==> src/design/assert_macros.svh <==
// ----------------------------------------------------------------------------
// assert_macros.svh
// Shared concurrent assertion macros for the SHA-1 core.
// ----------------------------------------------------------------------------
`ifndef ASSERT_MACROS_SVH
`define ASSERT_MACROS_SVH

// Implication checked on every rising edge, off while reset is held.
`define ASSERT_CLK(lbl, prop, msg) \
  lbl: assert property (@(posedge clk) disable iff (!rst_n) (prop)) else $error(msg);

// Condition that must never be true outside reset.
`define ASSERT_NEVER(lbl, cond, msg) \
  lbl: assert property (@(posedge clk) disable iff (!rst_n) !(cond)) else $error(msg);

`endif

==> src/design/sha1h_pkg.sv <==
`timescale 1ns / 1ps
`default_nettype none
// ----------------------------------------------------------------------------
// sha1h_pkg
// Types and constants shared by the SHA-1 core and its round unit.
// ----------------------------------------------------------------------------
package sha1h_pkg;

  localparam logic [31:0] K_0 = 32'h5A827999;
  localparam logic [31:0] K_1 = 32'h6ED9EBA1;
  localparam logic [31:0] K_2 = 32'h8F1BBCDC;
  localparam logic [31:0] K_3 = 32'hCA62C1D6;

  localparam logic [31:0] H_INIT [5] = '{
    32'h67452301, 32'hEFCDAB89, 32'h98BADCFE, 32'h10325476, 32'hC3D2E1F0
  };

  localparam logic [7:0] PAD_BYTE = 8'h80;

  localparam logic [6:0] SCHED_LOAD_ROUNDS = 7'd16;
  localparam logic [6:0] PHASE_1_START     = 7'd20;
  localparam logic [6:0] PHASE_2_START     = 7'd40;
  localparam logic [6:0] PHASE_3_START     = 7'd60;
  localparam logic [6:0] LAST_ROUND        = 7'd79;

  localparam logic [2:0] LAST_WORD_IDX = 3'd4;

  // working variables a..e of one compression
  typedef struct packed {
    logic [31:0] a;
    logic [31:0] b;
    logic [31:0] c;
    logic [31:0] d;
    logic [31:0] e;
  } work_t;

endpackage

`default_nettype wire

==> src/design/sha1h_round.sv <==
`timescale 1ns / 1ps
`default_nettype none
// ----------------------------------------------------------------------------
// sha1h_round
// One SHA-1 round: message schedule word, round function and the a..e update.
// ----------------------------------------------------------------------------
module sha1h_round (
  input  wire logic [6:0]      rnd,
  input  wire sha1h_pkg::work_t work,
  input  wire logic [31:0]     s0,
  input  wire logic [31:0]     s2,
  input  wire logic [31:0]     s8,
  input  wire logic [31:0]     s13,
  output sha1h_pkg::work_t     work_nxt,
  output logic [31:0]          w
);
  import sha1h_pkg::*;

  logic [31:0] mix;
  logic [31:0] f;
  logic [31:0] k;
  logic [31:0] t;

  always_comb begin
    mix = s13 ^ s8 ^ s2 ^ s0;
    // first 16 rounds use the loaded block words as they are
    w = (rnd < SCHED_LOAD_ROUNDS) ? s0 : {mix[30:0], mix[31]};

    if (rnd < PHASE_1_START) begin
      f = (work.b & work.c) | (~work.b & work.d);
      k = K_0;
    end else if (rnd < PHASE_2_START) begin
      f = work.b ^ work.c ^ work.d;
      k = K_1;
    end else if (rnd < PHASE_3_START) begin
      f = (work.b & work.c) | (work.b & work.d) | (work.c & work.d);
      k = K_2;
    end else begin
      f = work.b ^ work.c ^ work.d;
      k = K_3;
    end

    t = {work.a[26:0], work.a[31:27]} + f + work.e + k + w;

    work_nxt.a = t;
    work_nxt.b = work.a;
    work_nxt.c = {work.b[1:0], work.b[31:2]};
    work_nxt.d = work.c;
    work_nxt.e = work.d;
  end

endmodule

`default_nettype wire

==> src/design/sha1_hash_core.sv <==
`timescale 1ns / 1ps
`default_nettype none
// ----------------------------------------------------------------------------
// sha1_hash_core
// Byte-serial SHA-1 digest engine with one shared round unit.
// ----------------------------------------------------------------------------
// A message byte is taken while busy is low. The byte that completes a
// 64-byte block keeps busy high through 80 rounds on the single round unit,
// then while the result is folded into the chaining words. The request that
// ends the message shifts in the padding one byte per cycle up to the block
// end, then the block is compressed; when fewer than 9 bytes are left in the
// block a second padded block is added. The digest follows as five
// back-to-back single-cycle words on out_valid, index 0 first, out_last_word
// on the fifth; the receiver cannot hold them off. busy drops in the cycle
// after the fifth word, ready for a new message.
// ----------------------------------------------------------------------------
module sha1_hash_core (
  input  wire logic        clk,
  input  wire logic        rst_n,
  input  wire logic        start,
  output logic             busy,
  input  wire logic [7:0]  in_data_byte,
  input  wire logic        in_byte_valid,
  input  wire logic        in_last_byte,
  output logic             out_valid,
  output logic [31:0]      out_digest_word,
  output logic [2:0]       out_word_index,
  output logic             out_last_word
);
  import sha1h_pkg::*;

  typedef enum logic [4:0] {
    ST_IDLE  = 5'b00001,
    ST_PAD   = 5'b00010,
    ST_ROUND = 5'b00100,
    ST_ADD   = 5'b01000,
    ST_OUT   = 5'b10000
  } state_t;

  state_t      state_r, state_nxt;
  logic [5:0]  fill_r, fill_nxt;
  logic [60:0] msg_r, msg_nxt;
  logic [31:0] h_r [5];
  logic [31:0] h_nxt [5];
  logic [31:0] sched_r [16];
  logic [31:0] sched_nxt [16];
  work_t       work_r, work_nxt;
  logic [6:0]  rnd_r, rnd_nxt;
  logic [2:0]  idx_r, idx_nxt;
  logic        first_r, first_nxt;   // 0x80 not yet shifted in
  logic        final_r, final_nxt;   // current block carries the length
  logic        fin_r, fin_nxt;       // message end requested
  logic        blkfin_r, blkfin_nxt; // block in compression is the last one

  logic        take;
  logic        shift_en;
  logic [7:0]  shift_byte;
  logic [63:0] bit_len;
  logic [7:0]  len_byte;
  logic [5:0]  fill_after;
  work_t       rnd_work;
  logic [31:0] rnd_w;

  assign busy = (state_r != ST_IDLE);
  assign take = start && !busy;

  assign bit_len  = {msg_r, 3'b000};
  assign len_byte = bit_len[{3'd7 - fill_r[2:0], 3'b000} +: 8];

  sha1h_round u_round (
    .rnd      (rnd_r),
    .work     (work_r),
    .s0       (sched_r[0]),
    .s2       (sched_r[2]),
    .s8       (sched_r[8]),
    .s13      (sched_r[13]),
    .work_nxt (rnd_work),
    .w        (rnd_w)
  );

  always_comb begin
    state_nxt  = state_r;
    fill_nxt   = fill_r;
    msg_nxt    = msg_r;
    h_nxt      = h_r;
    work_nxt   = work_r;
    rnd_nxt    = rnd_r;
    idx_nxt    = idx_r;
    first_nxt  = first_r;
    final_nxt  = final_r;
    fin_nxt    = fin_r;
    blkfin_nxt = blkfin_r;
    shift_en   = 1'b0;
    shift_byte = in_data_byte;
    fill_after = fill_r;

    unique case (state_r)
      ST_IDLE: begin
        if (take) begin
          fin_nxt    = in_last_byte;
          first_nxt  = 1'b1;
          blkfin_nxt = 1'b0;
          if (in_byte_valid) begin
            shift_en   = 1'b1;
            fill_after = fill_r + 6'd1;
            fill_nxt   = fill_after;
            msg_nxt    = msg_r + 61'd1;
          end
          // length fits behind the 0x80 only below byte 56
          final_nxt = (fill_after[5:3] != 3'b111);
          if (in_byte_valid && (fill_r == 6'd63)) begin
            state_nxt = ST_ROUND;
            rnd_nxt   = '0;
            work_nxt  = '{a: h_r[0], b: h_r[1], c: h_r[2], d: h_r[3], e: h_r[4]};
          end else if (in_last_byte) begin
            state_nxt = ST_PAD;
          end
        end
      end
      ST_PAD: begin
        shift_en = 1'b1;
        if (first_r) begin
          shift_byte = PAD_BYTE;
        end else if (final_r && (fill_r[5:3] == 3'b111)) begin
          shift_byte = len_byte;
        end else begin
          shift_byte = 8'h00;
        end
        first_nxt = 1'b0;
        fill_nxt  = fill_r + 6'd1;
        if (fill_r == 6'd63) begin
          state_nxt  = ST_ROUND;
          rnd_nxt    = '0;
          blkfin_nxt = final_r;
          work_nxt   = '{a: h_r[0], b: h_r[1], c: h_r[2], d: h_r[3], e: h_r[4]};
        end
      end
      ST_ROUND: begin
        work_nxt = rnd_work;
        rnd_nxt  = rnd_r + 7'd1;
        if (rnd_r == LAST_ROUND) begin
          state_nxt = ST_ADD;
        end
      end
      ST_ADD: begin
        h_nxt[0] = h_r[0] + work_r.a;
        h_nxt[1] = h_r[1] + work_r.b;
        h_nxt[2] = h_r[2] + work_r.c;
        h_nxt[3] = h_r[3] + work_r.d;
        h_nxt[4] = h_r[4] + work_r.e;
        if (blkfin_r) begin
          state_nxt = ST_OUT;
          idx_nxt   = '0;
        end else if (fin_r) begin
          state_nxt = ST_PAD;
          final_nxt = 1'b1;
        end else begin
          state_nxt = ST_IDLE;
        end
      end
      ST_OUT: begin
        for (int i = 0; i < 4; i++) begin
          h_nxt[i] = h_r[i + 1];
        end
        h_nxt[4] = h_r[0];
        idx_nxt  = idx_r + 3'd1;
        if (idx_r == LAST_WORD_IDX) begin
          h_nxt     = H_INIT;
          fill_nxt  = '0;
          msg_nxt   = '0;
          fin_nxt   = 1'b0;
          state_nxt = ST_IDLE;
        end
      end
      default: begin
        state_nxt = ST_IDLE;
      end
    endcase
  end

  // block buffer and schedule share one 16-word shift line
  always_comb begin
    sched_nxt = sched_r;
    if (shift_en) begin
      for (int i = 0; i < 15; i++) begin
        sched_nxt[i] = {sched_r[i][23:0], sched_r[i + 1][31:24]};
      end
      sched_nxt[15] = {sched_r[15][23:0], shift_byte};
    end else if (state_r == ST_ROUND) begin
      for (int i = 0; i < 15; i++) begin
        sched_nxt[i] = sched_r[i + 1];
      end
      sched_nxt[15] = rnd_w;
    end
  end

  always_ff @(posedge clk) begin
    sched_r <= sched_nxt;
    work_r  <= work_nxt;
  end

  always_ff @(posedge clk) begin
    if (!rst_n) begin
      state_r  <= ST_IDLE;
      fill_r   <= '0;
      msg_r    <= '0;
      h_r      <= H_INIT;
      rnd_r    <= '0;
      idx_r    <= '0;
      first_r  <= 1'b0;
      final_r  <= 1'b0;
      fin_r    <= 1'b0;
      blkfin_r <= 1'b0;
    end else begin
      state_r  <= state_nxt;
      fill_r   <= fill_nxt;
      msg_r    <= msg_nxt;
      h_r      <= h_nxt;
      rnd_r    <= rnd_nxt;
      idx_r    <= idx_nxt;
      first_r  <= first_nxt;
      final_r  <= final_nxt;
      fin_r    <= fin_nxt;
      blkfin_r <= blkfin_nxt;
    end
  end

  assign out_valid       = (state_r == ST_OUT);
  assign out_digest_word = h_r[0];
  assign out_word_index  = idx_r;
  assign out_last_word   = (state_r == ST_OUT) && (idx_r == LAST_WORD_IDX);

`include "assert_macros.svh"

  `ASSERT_CLK(a_word_seq, out_valid && !out_last_word |=> out_valid && (out_word_index == $past(out_word_index) + 3'd1), "digest words not consecutive")
  `ASSERT_CLK(a_last_idle, out_valid && out_last_word |=> !busy, "not idle after last digest word")
  `ASSERT_CLK(a_round_range, state_r == ST_ROUND |-> rnd_r <= LAST_ROUND, "round counter out of range")
  `ASSERT_CLK(a_out_needs_end, state_r == ST_OUT |-> fin_r, "digest without message end")
  `ASSERT_NEVER(a_pad_no_fill, state_r == ST_PAD && !fin_r, "padding without message end")

endmodule

`default_nettype wire

==> config.mk <==
export PLATFORM = sky130hd
export DESIGN_NAME = sha1_hash_core
export DESIGN_NICKNAME = d
export VERILOG_FILES = /design/src/design/sha1h_pkg.sv /design/src/design/sha1h_round.sv /design/src/design/sha1_hash_core.sv
export VERILOG_INCLUDE_DIRS = /design/src /design/src/design
export SDC_FILE = /design/constraint.sdc
export NUM_CORES = 2
export LEC_CHECK = 0
export BUFFER_PORTS_ARGS = -buffer_cell sky130_fd_sc_hd__buf_2
export CAP_MARGIN = 20
export CELL_PAD_IN_SITES_DETAIL_PLACEMENT = 0
export CELL_PAD_IN_SITES_GLOBAL_PLACEMENT = 1
export CORE_ASPECT_RATIO = 0.8
export CORE_MARGIN = 2
export CORE_UTILIZATION = 30
export DETAILED_ROUTE_END_ITERATION = 10
export PLACE_DENSITY = 0.63
export SYNTH_ARGS = -nofsm -noshare
export SYNTH_HDL_FRONTEND = slang
export SYNTH_SLANG_ARGS = --single-unit
==> constraint.sdc <==
create_clock -name clk -period 12.8 [get_ports clk]
set_input_delay 0 -clock clk [delete_from_list [all_inputs] [get_ports clk]]
set_output_delay 0 -clock clk [all_outputs]
set_load 0.02 [all_outputs]
## Yosys cells after proc, flatten, opt, wreduce, memory -nomap -nowiden

Index checks and enable logic that the tools add are counted.

| word-level totals | value |
|---|---|
| register bits | 918 |
| output and inout bits | 38 |

| operators by class | value |
|---|---|
| add/sub/neg operators | 14 |
| magnitude comparators | 4 |
| equality and inequality tests | 21 |
| shifts and indexed selects | 1 |
| muxes and demuxes | 57 |
| bitwise operators | 13 |
| reduce and logical (&&, ||, !) cells | 21 |

Operator list:

| operator | count |
|---|---|
| $mux W512 | 2 |
| $mux W160 | 4 |
| $pmux W160 S3 | 1 |
| $pmux W160 S2 | 1 |
| $add A32 B32 Y32 | 9 |
| $mux W32 | 6 |
| $mux W61 | 3 |
| $xor A32 B32 Y32 | 5 |
| $and A32 B32 Y32 | 4 |
| $pmux W61 S2 | 1 |
| $or A32 B32 Y32 | 3 |
| $shiftx A64 B7 Y8 | 1 |
| $add A61 B1 Y61 const B | 1 |
| $mux W5 | 7 |
| $not A32 Y32 | 1 |
| $mux W31 | 1 |
| $pmux W5 S5 | 1 |
| $mux W6 | 4 |
| $mux W8 | 3 |
| $mux W7 | 3 |
| $pmux W7 S3 | 1 |
| $pmux W6 S3 | 1 |
| $ne A2 B2 Y1 const B | 8 |
| $lt A7 B5 Y1 const B | 2 |
| other kinds (29) | 58 |

## Depth between registers and ports, before layout

| logic depth | value |
|---|---|
| word-level depth | 11 |
| gate-level depth with buffers | 23 |

## Cells and area by module

From an unflattened synthesis, not the netlist that was laid out.

| unflattened totals | value |
|---|---|
| cell total of the unflattened synthesis | 5,228 |
| area, all modules | 55,295.5 um^2 |

Modules (own cells, without submodules):

| module | times used | cells an instance | area each (um^2) |
|---|---|---|---|
| sha1_hash_core | 1 | 4,254 | 47,362.9 |
| sha1h_round | 1 | 974 | 7,932.6 |

## Worst setup path before layout

Ideal clock, no wire load.

| path | value |
|---|---|
| kind | register to register |
| start point | reg state_r[1] |
| end point | reg sched_r[0] in the netlist's numbering (enable) |
| library setup time | 3,632 ps |
| arrival | 10,019 ps |
| required time | 9,168 ps |
| slack | -851 ps |
| cell stages (with the launch flop) | 9 |
| cell sequence | dfxtp_1 -> or3_1 -> nor3b_1 -> and2_1 -> clkbuf_1 -> a21oi_1 -> clkbuf_1 -> clkbuf_1 -> nand2_1 |

| between the ends | value |
|---|---|
| cells in the longest elaborated chain, start to end | 6 |
| elaborated cells between the ends (all ways) | 9 |
| classes of those cells | eq/ne (4); mux (2); reduce/logical (3) |

Ends and longest elaborated chain:

| item | RTL line | RTL |
|---|---|---|
| start, declared | sha1_hash_core.sv:40 | `state_t state_r, state_nxt;` |
| start signal, assigned | sha1_hash_core.sv:215 | `state_r <= state_nxt;` |
| $ne A5 B1 Y1 | sha1_hash_core.sv:64 | `assign busy = (state_r != ST_IDLE);` |
| $logic_not A1 Y1 | sha1_hash_core.sv:65 | `assign take = start && !busy;` |
| $logic_and A1 B1 Y1 | sha1_hash_core.sv:65 |  |
| $mux W1 | sha1_hash_core.sv:99 | `if (take) begin` |
| $pmux W1 S2 | sha1_hash_core.sv:97 | `unique case (state_r)` |
| $reduce_bool A2 Y1 (no source line) (*) | - |  |
| end signal, assigned | sha1_hash_core.sv:198 | `sched_r <= sched_nxt;` |
| end, declared | sha1_hash_core.sv:45 | `logic [31:0] sched_r [16];` |

Mark *: on every way between the ends. The rest lies on a longest branch, timed or not.
A chain may end at the register's enable or synchronous reset.

==> impl_table.tex <==
\begin{tabular}{lr}
\hline
Metric & Value \\
\hline
\multicolumn{2}{l}{\textbf{Outcome}} \\
\quad Result of the run & complete, no violations \\
\multicolumn{2}{l}{\textbf{Die}} \\
\quad Width of the die & 477 µm \\
\quad Die footprint & 182,000 µm² \\
\quad Row count & 138 \\
\quad Placeable core region & 177,000 µm² \\
\quad Number of I/O pins & 51 \\
\quad Die Y & 382 µm \\
\quad Starting density of the core & 30.2\% \\
\multicolumn{2}{l}{\textbf{Global route}} \\
\quad Total grt overflow & 0 \\
\quad First-pass GRT wire length & 256,000 µm \\
\quad Antenna violations before repair & 4 \\
\quad GR Util All Layers & 18.2\% \\
\quad Via count of the first global-routing pass & 40.2k \\
\quad Largest net degree at the start of global routing & 223 \\
\multicolumn{2}{l}{\textbf{Critical path}} \\
\quad Data arrival time of the critical path & 7.16 ns \\
\quad Req. time, crit path & 13.24 ns \\
\quad Element type at the critical path start & register \\
\quad Critical Setup Path Class & register to register \\
\quad Highest fanout seen on the critical path & 20 \\
\quad CP endpoint kind & register \\
\multicolumn{2}{l}{\textbf{Timing}} \\
\quad Slew HR & 20.0\% \\
\quad Sum of negative setup slack & 0 ns \\
\quad Clock tree skew after final layout & 0.0255 ns \\
\quad Min Tclk post-route & 6.72 ns \\
\quad Hold violation total from the final report & 0 \\
\quad Slew Viols, Final & 0 \\
\quad Post-route clock period utilization & 52.5\% \\
\quad Actual transition at the worst max-transition pin & 1.19 ns \\
\quad Least setup slack across all paths after layout & 6.08 ns \\
\quad Tightest hold margin & 0.178 ns \\
\quad Unrepaired setup endpoints after global routing & no \\
\quad Setup-failing EPs final & 0 \\
\quad Maximum frequency from static timing analysis & 0.149 GHz \\
\multicolumn{2}{l}{\textbf{Clock tree}} \\
\quad Hold\_buf cts & 12 \\
\quad Source-to-sink clock delay at the later pin of the worst-skew pair & 0.74 ns \\
\quad Sinks on the clock net & 918 \\
\quad CTS tree & done \\
\quad Clock buffer depth & 3 \\
\quad Root buffer cell & clkbuf\_16 \\
\quad Clock Pin Slew Worst Setup and Hold Paths & 0.06 ns \\
\quad Number of buffers added for setup after CTS & 0 \\
\quad H-tree level count & 3 \\
\quad Number of clock buffers inserted by TritonCTS & 102 \\
\quad Quantity of gates resized following cts & 0 \\
\multicolumn{2}{l}{\textbf{Detailed routing}} \\
\quad Final antenna-violating net count & 0 \\
\quad Total routed wirelength & 169,000 µm \\
\quad Wire length on met3 & 8310 µm \\
\quad Iteration count of the initial detailed-routing pass & 6 \\
\quad Routed met2 length & 71,400 µm \\
\quad Post-detailed-route wirelength per cell & 20.3 µm \\
\quad Overall via count from detail\_route & 42.1k \\
\quad Top routing layer used & met4 \\
\quad Vias/cell & 5.05 \\
\quad Total DRC errors in the routed layout & 0 \\
\quad Violation count after the first detailed-routing iteration & 4,138 \\
\quad M1 WL & 86,700 µm \\
\multicolumn{2}{l}{\textbf{Power and ir drop}} \\
\quad Power density cells & 200 nW/µm² \\
\quad Static Leak & 0.0244 µW \\
\quad Worst voltage drop across the vdd grid & 0.120 mV \\
\quad Final Power & 12,000 µW \\
\multicolumn{2}{l}{\textbf{Synth}} \\
\quad Post-synthesis sequential element count & 918 \\
\quad Share of the yosys chip area belonging to registers & 46.8\% \\
\quad Mapped Area & 53,600 µm² \\
\quad Combinational family with the most area after synthesis & simple AND/OR/NAND/NOR gates \\
\quad Syn Nets & 6,307 \\
\quad Post-synthesis instance total & 5,971 \\
\quad Netlist cell types & 89 \\
\quad Avg Synthesized Cell Area & 8.98 µm² \\
\quad Adder and majority cell fraction of the synthesized area & 9.28\% \\
\quad Ys Warns & 0 \\
\quad Compound-gate portion of the synthesized area & 12.8\% \\
\quad Mux contribution to synthesized area & 1.49\% \\
\quad Synth Area in Simple Gates & 20.0\% \\
\quad Share of the synthesized netlist area taken by xor and xnor gates & 5.03\% \\
\quad Share of synthesized flip-flops with an asynchronous set or reset & 0\% \\
\quad Primary flip-flop cell chosen by synthesis mapping & edfxtp\_1 \\
\quad Number of enable-type register cells in the synthesized netlist & 672 \\
\multicolumn{2}{l}{\textbf{Place}} \\
\quad Detailed-placement wirelength estimate & 118,000 µm \\
\quad Post-Place Worst Slack & 6.30 ns \\
\quad Total of buffers placed on input and output ports & 50 \\
\quad RePlAce Congestion & 0.889 \\
\multicolumn{2}{l}{\textbf{Hold path}} \\
\quad Worst hold path type & primary input to register \\
\multicolumn{2}{l}{\textbf{Final layout}} \\
\quad Leading cell type in the layout, fill and taps excluded & nand2\_1 \\
\quad Synth-to-Final Area Change & 11.6\% \\
\quad Leading cell types in the layout, fill and taps excluded & 1,959 x nand2\_1, 672 x edfxtp\_1, 325 x o21ai\_0, 313 x nor2\_1, 299 x inv\_1 \\
\quad \# nets final & 6,210 \\
\quad Share of final-layout standard cells stronger than drive strength 1 & 5.70\% \\
\multicolumn{2}{l}{\textbf{Flow run}} \\
\quad Total of max-cap violations & 0 \\
\hline
\end{tabular}
[worst max-delay path, stage by stage (launching register included)]
cell       delay, ns
dfxtp_1         0.55
o21ai_0         0.15
nand2_1         0.10
buf_4           0.40
clkinv_1        0.79
nor2_1          0.81
fa_1            0.51
inv_1           0.09
fa_1            0.39
inv_1           0.07
ha_1            0.20
inv_1           0.05
nor2_1          0.20
nand3_1         0.13
a211o_1         0.33
a2111oi_0       0.53
buf_4           0.22
o41ai_1         0.12
a2111oi_1       0.51
or3_1           0.18
a31oi_1         0.07
[layout make-up]
cell class	count	area, µm²
flip-flops and latches	918	25100
fillers	18400	117000
well taps	2380	2980
repair buffers	121	913
clock buffers	126	2810
multi-input cells	4427	26200
inverters	304	1140
diodes	3	7.51
clock inverters	64	714
[through the flow]
stage	instances	cell area, µm²	util [%]
5_1_grt	8340	59800	33.8
6_report	8343	59900	33.8
4_1_cts	8337	59800	33.7
2_1_floorplan	5971	53600	-
3_5_place_dp	8135	56100	31.7
3_3_place_gp	8135	56100	31.7
[per-layer routing]
metal | up-vias | global-route usage [%]
met5 | - | 0
met4 | 0 | 3.56
met3 | 165 | 2.44
met2 | 985 | 26.8
met1 | 20700 | 28.1
li1 | 20300 | -
[synth_stat cells (92+ instances only)]
library cell	instances	area, µm²
xor2_1	92	806
edfxtp_1	672	20200
o21ai_0	325	1630
nand2_1	1964	7370
inv_1	301	1130
ha_1	198	2480
fa_1	125	2500
nor2_1	314	1180
nand3_1	96	480
dfxtp_1	246	4920
xnor2_1	216	1890
clkbuf_1	274	1030
a21oi_1	284	1420
[path summary, 6_finish.rpt]
path / startpoint / endpoint / slack [ns] / cells after the start
setup / recovery: rnd_r[4] / work_r[159] / 6.08 / 20
hold reg to reg: msg_r[23] / msg_r[23] / 0.51 / 2
setup reg to reg: rnd_r[4] / work_r[159] / 6.08 / 20
hold / removal: in_data_byte[4] / sched_r[4] / 0.18 / 3
[registers in the layout (all words and copies together), names as in the netlist, 5 cells and up]
signal / flops
fill_r: 6
h_r: 128
msg_r: 61
out_digest_word: 32
rnd_r: 7
sched_r: 512
state_r: 5
work_r: 160
[logic make-up after synthesis]
group,after synthesis
simple gates,2641
flops,918
compound gates,1093
buf+inv,626
xor+xnor,308
mux,62
fa+ha+maj,323
[where the power goes]
group,internal [µW],total (µW),switching (µW)
logic,1450,4060,2610
registers,4270,4750,479
clock network,1830,3170,1340
total,7550,12000,4430
No activity file was read; power rests on OpenSTA's default activity.
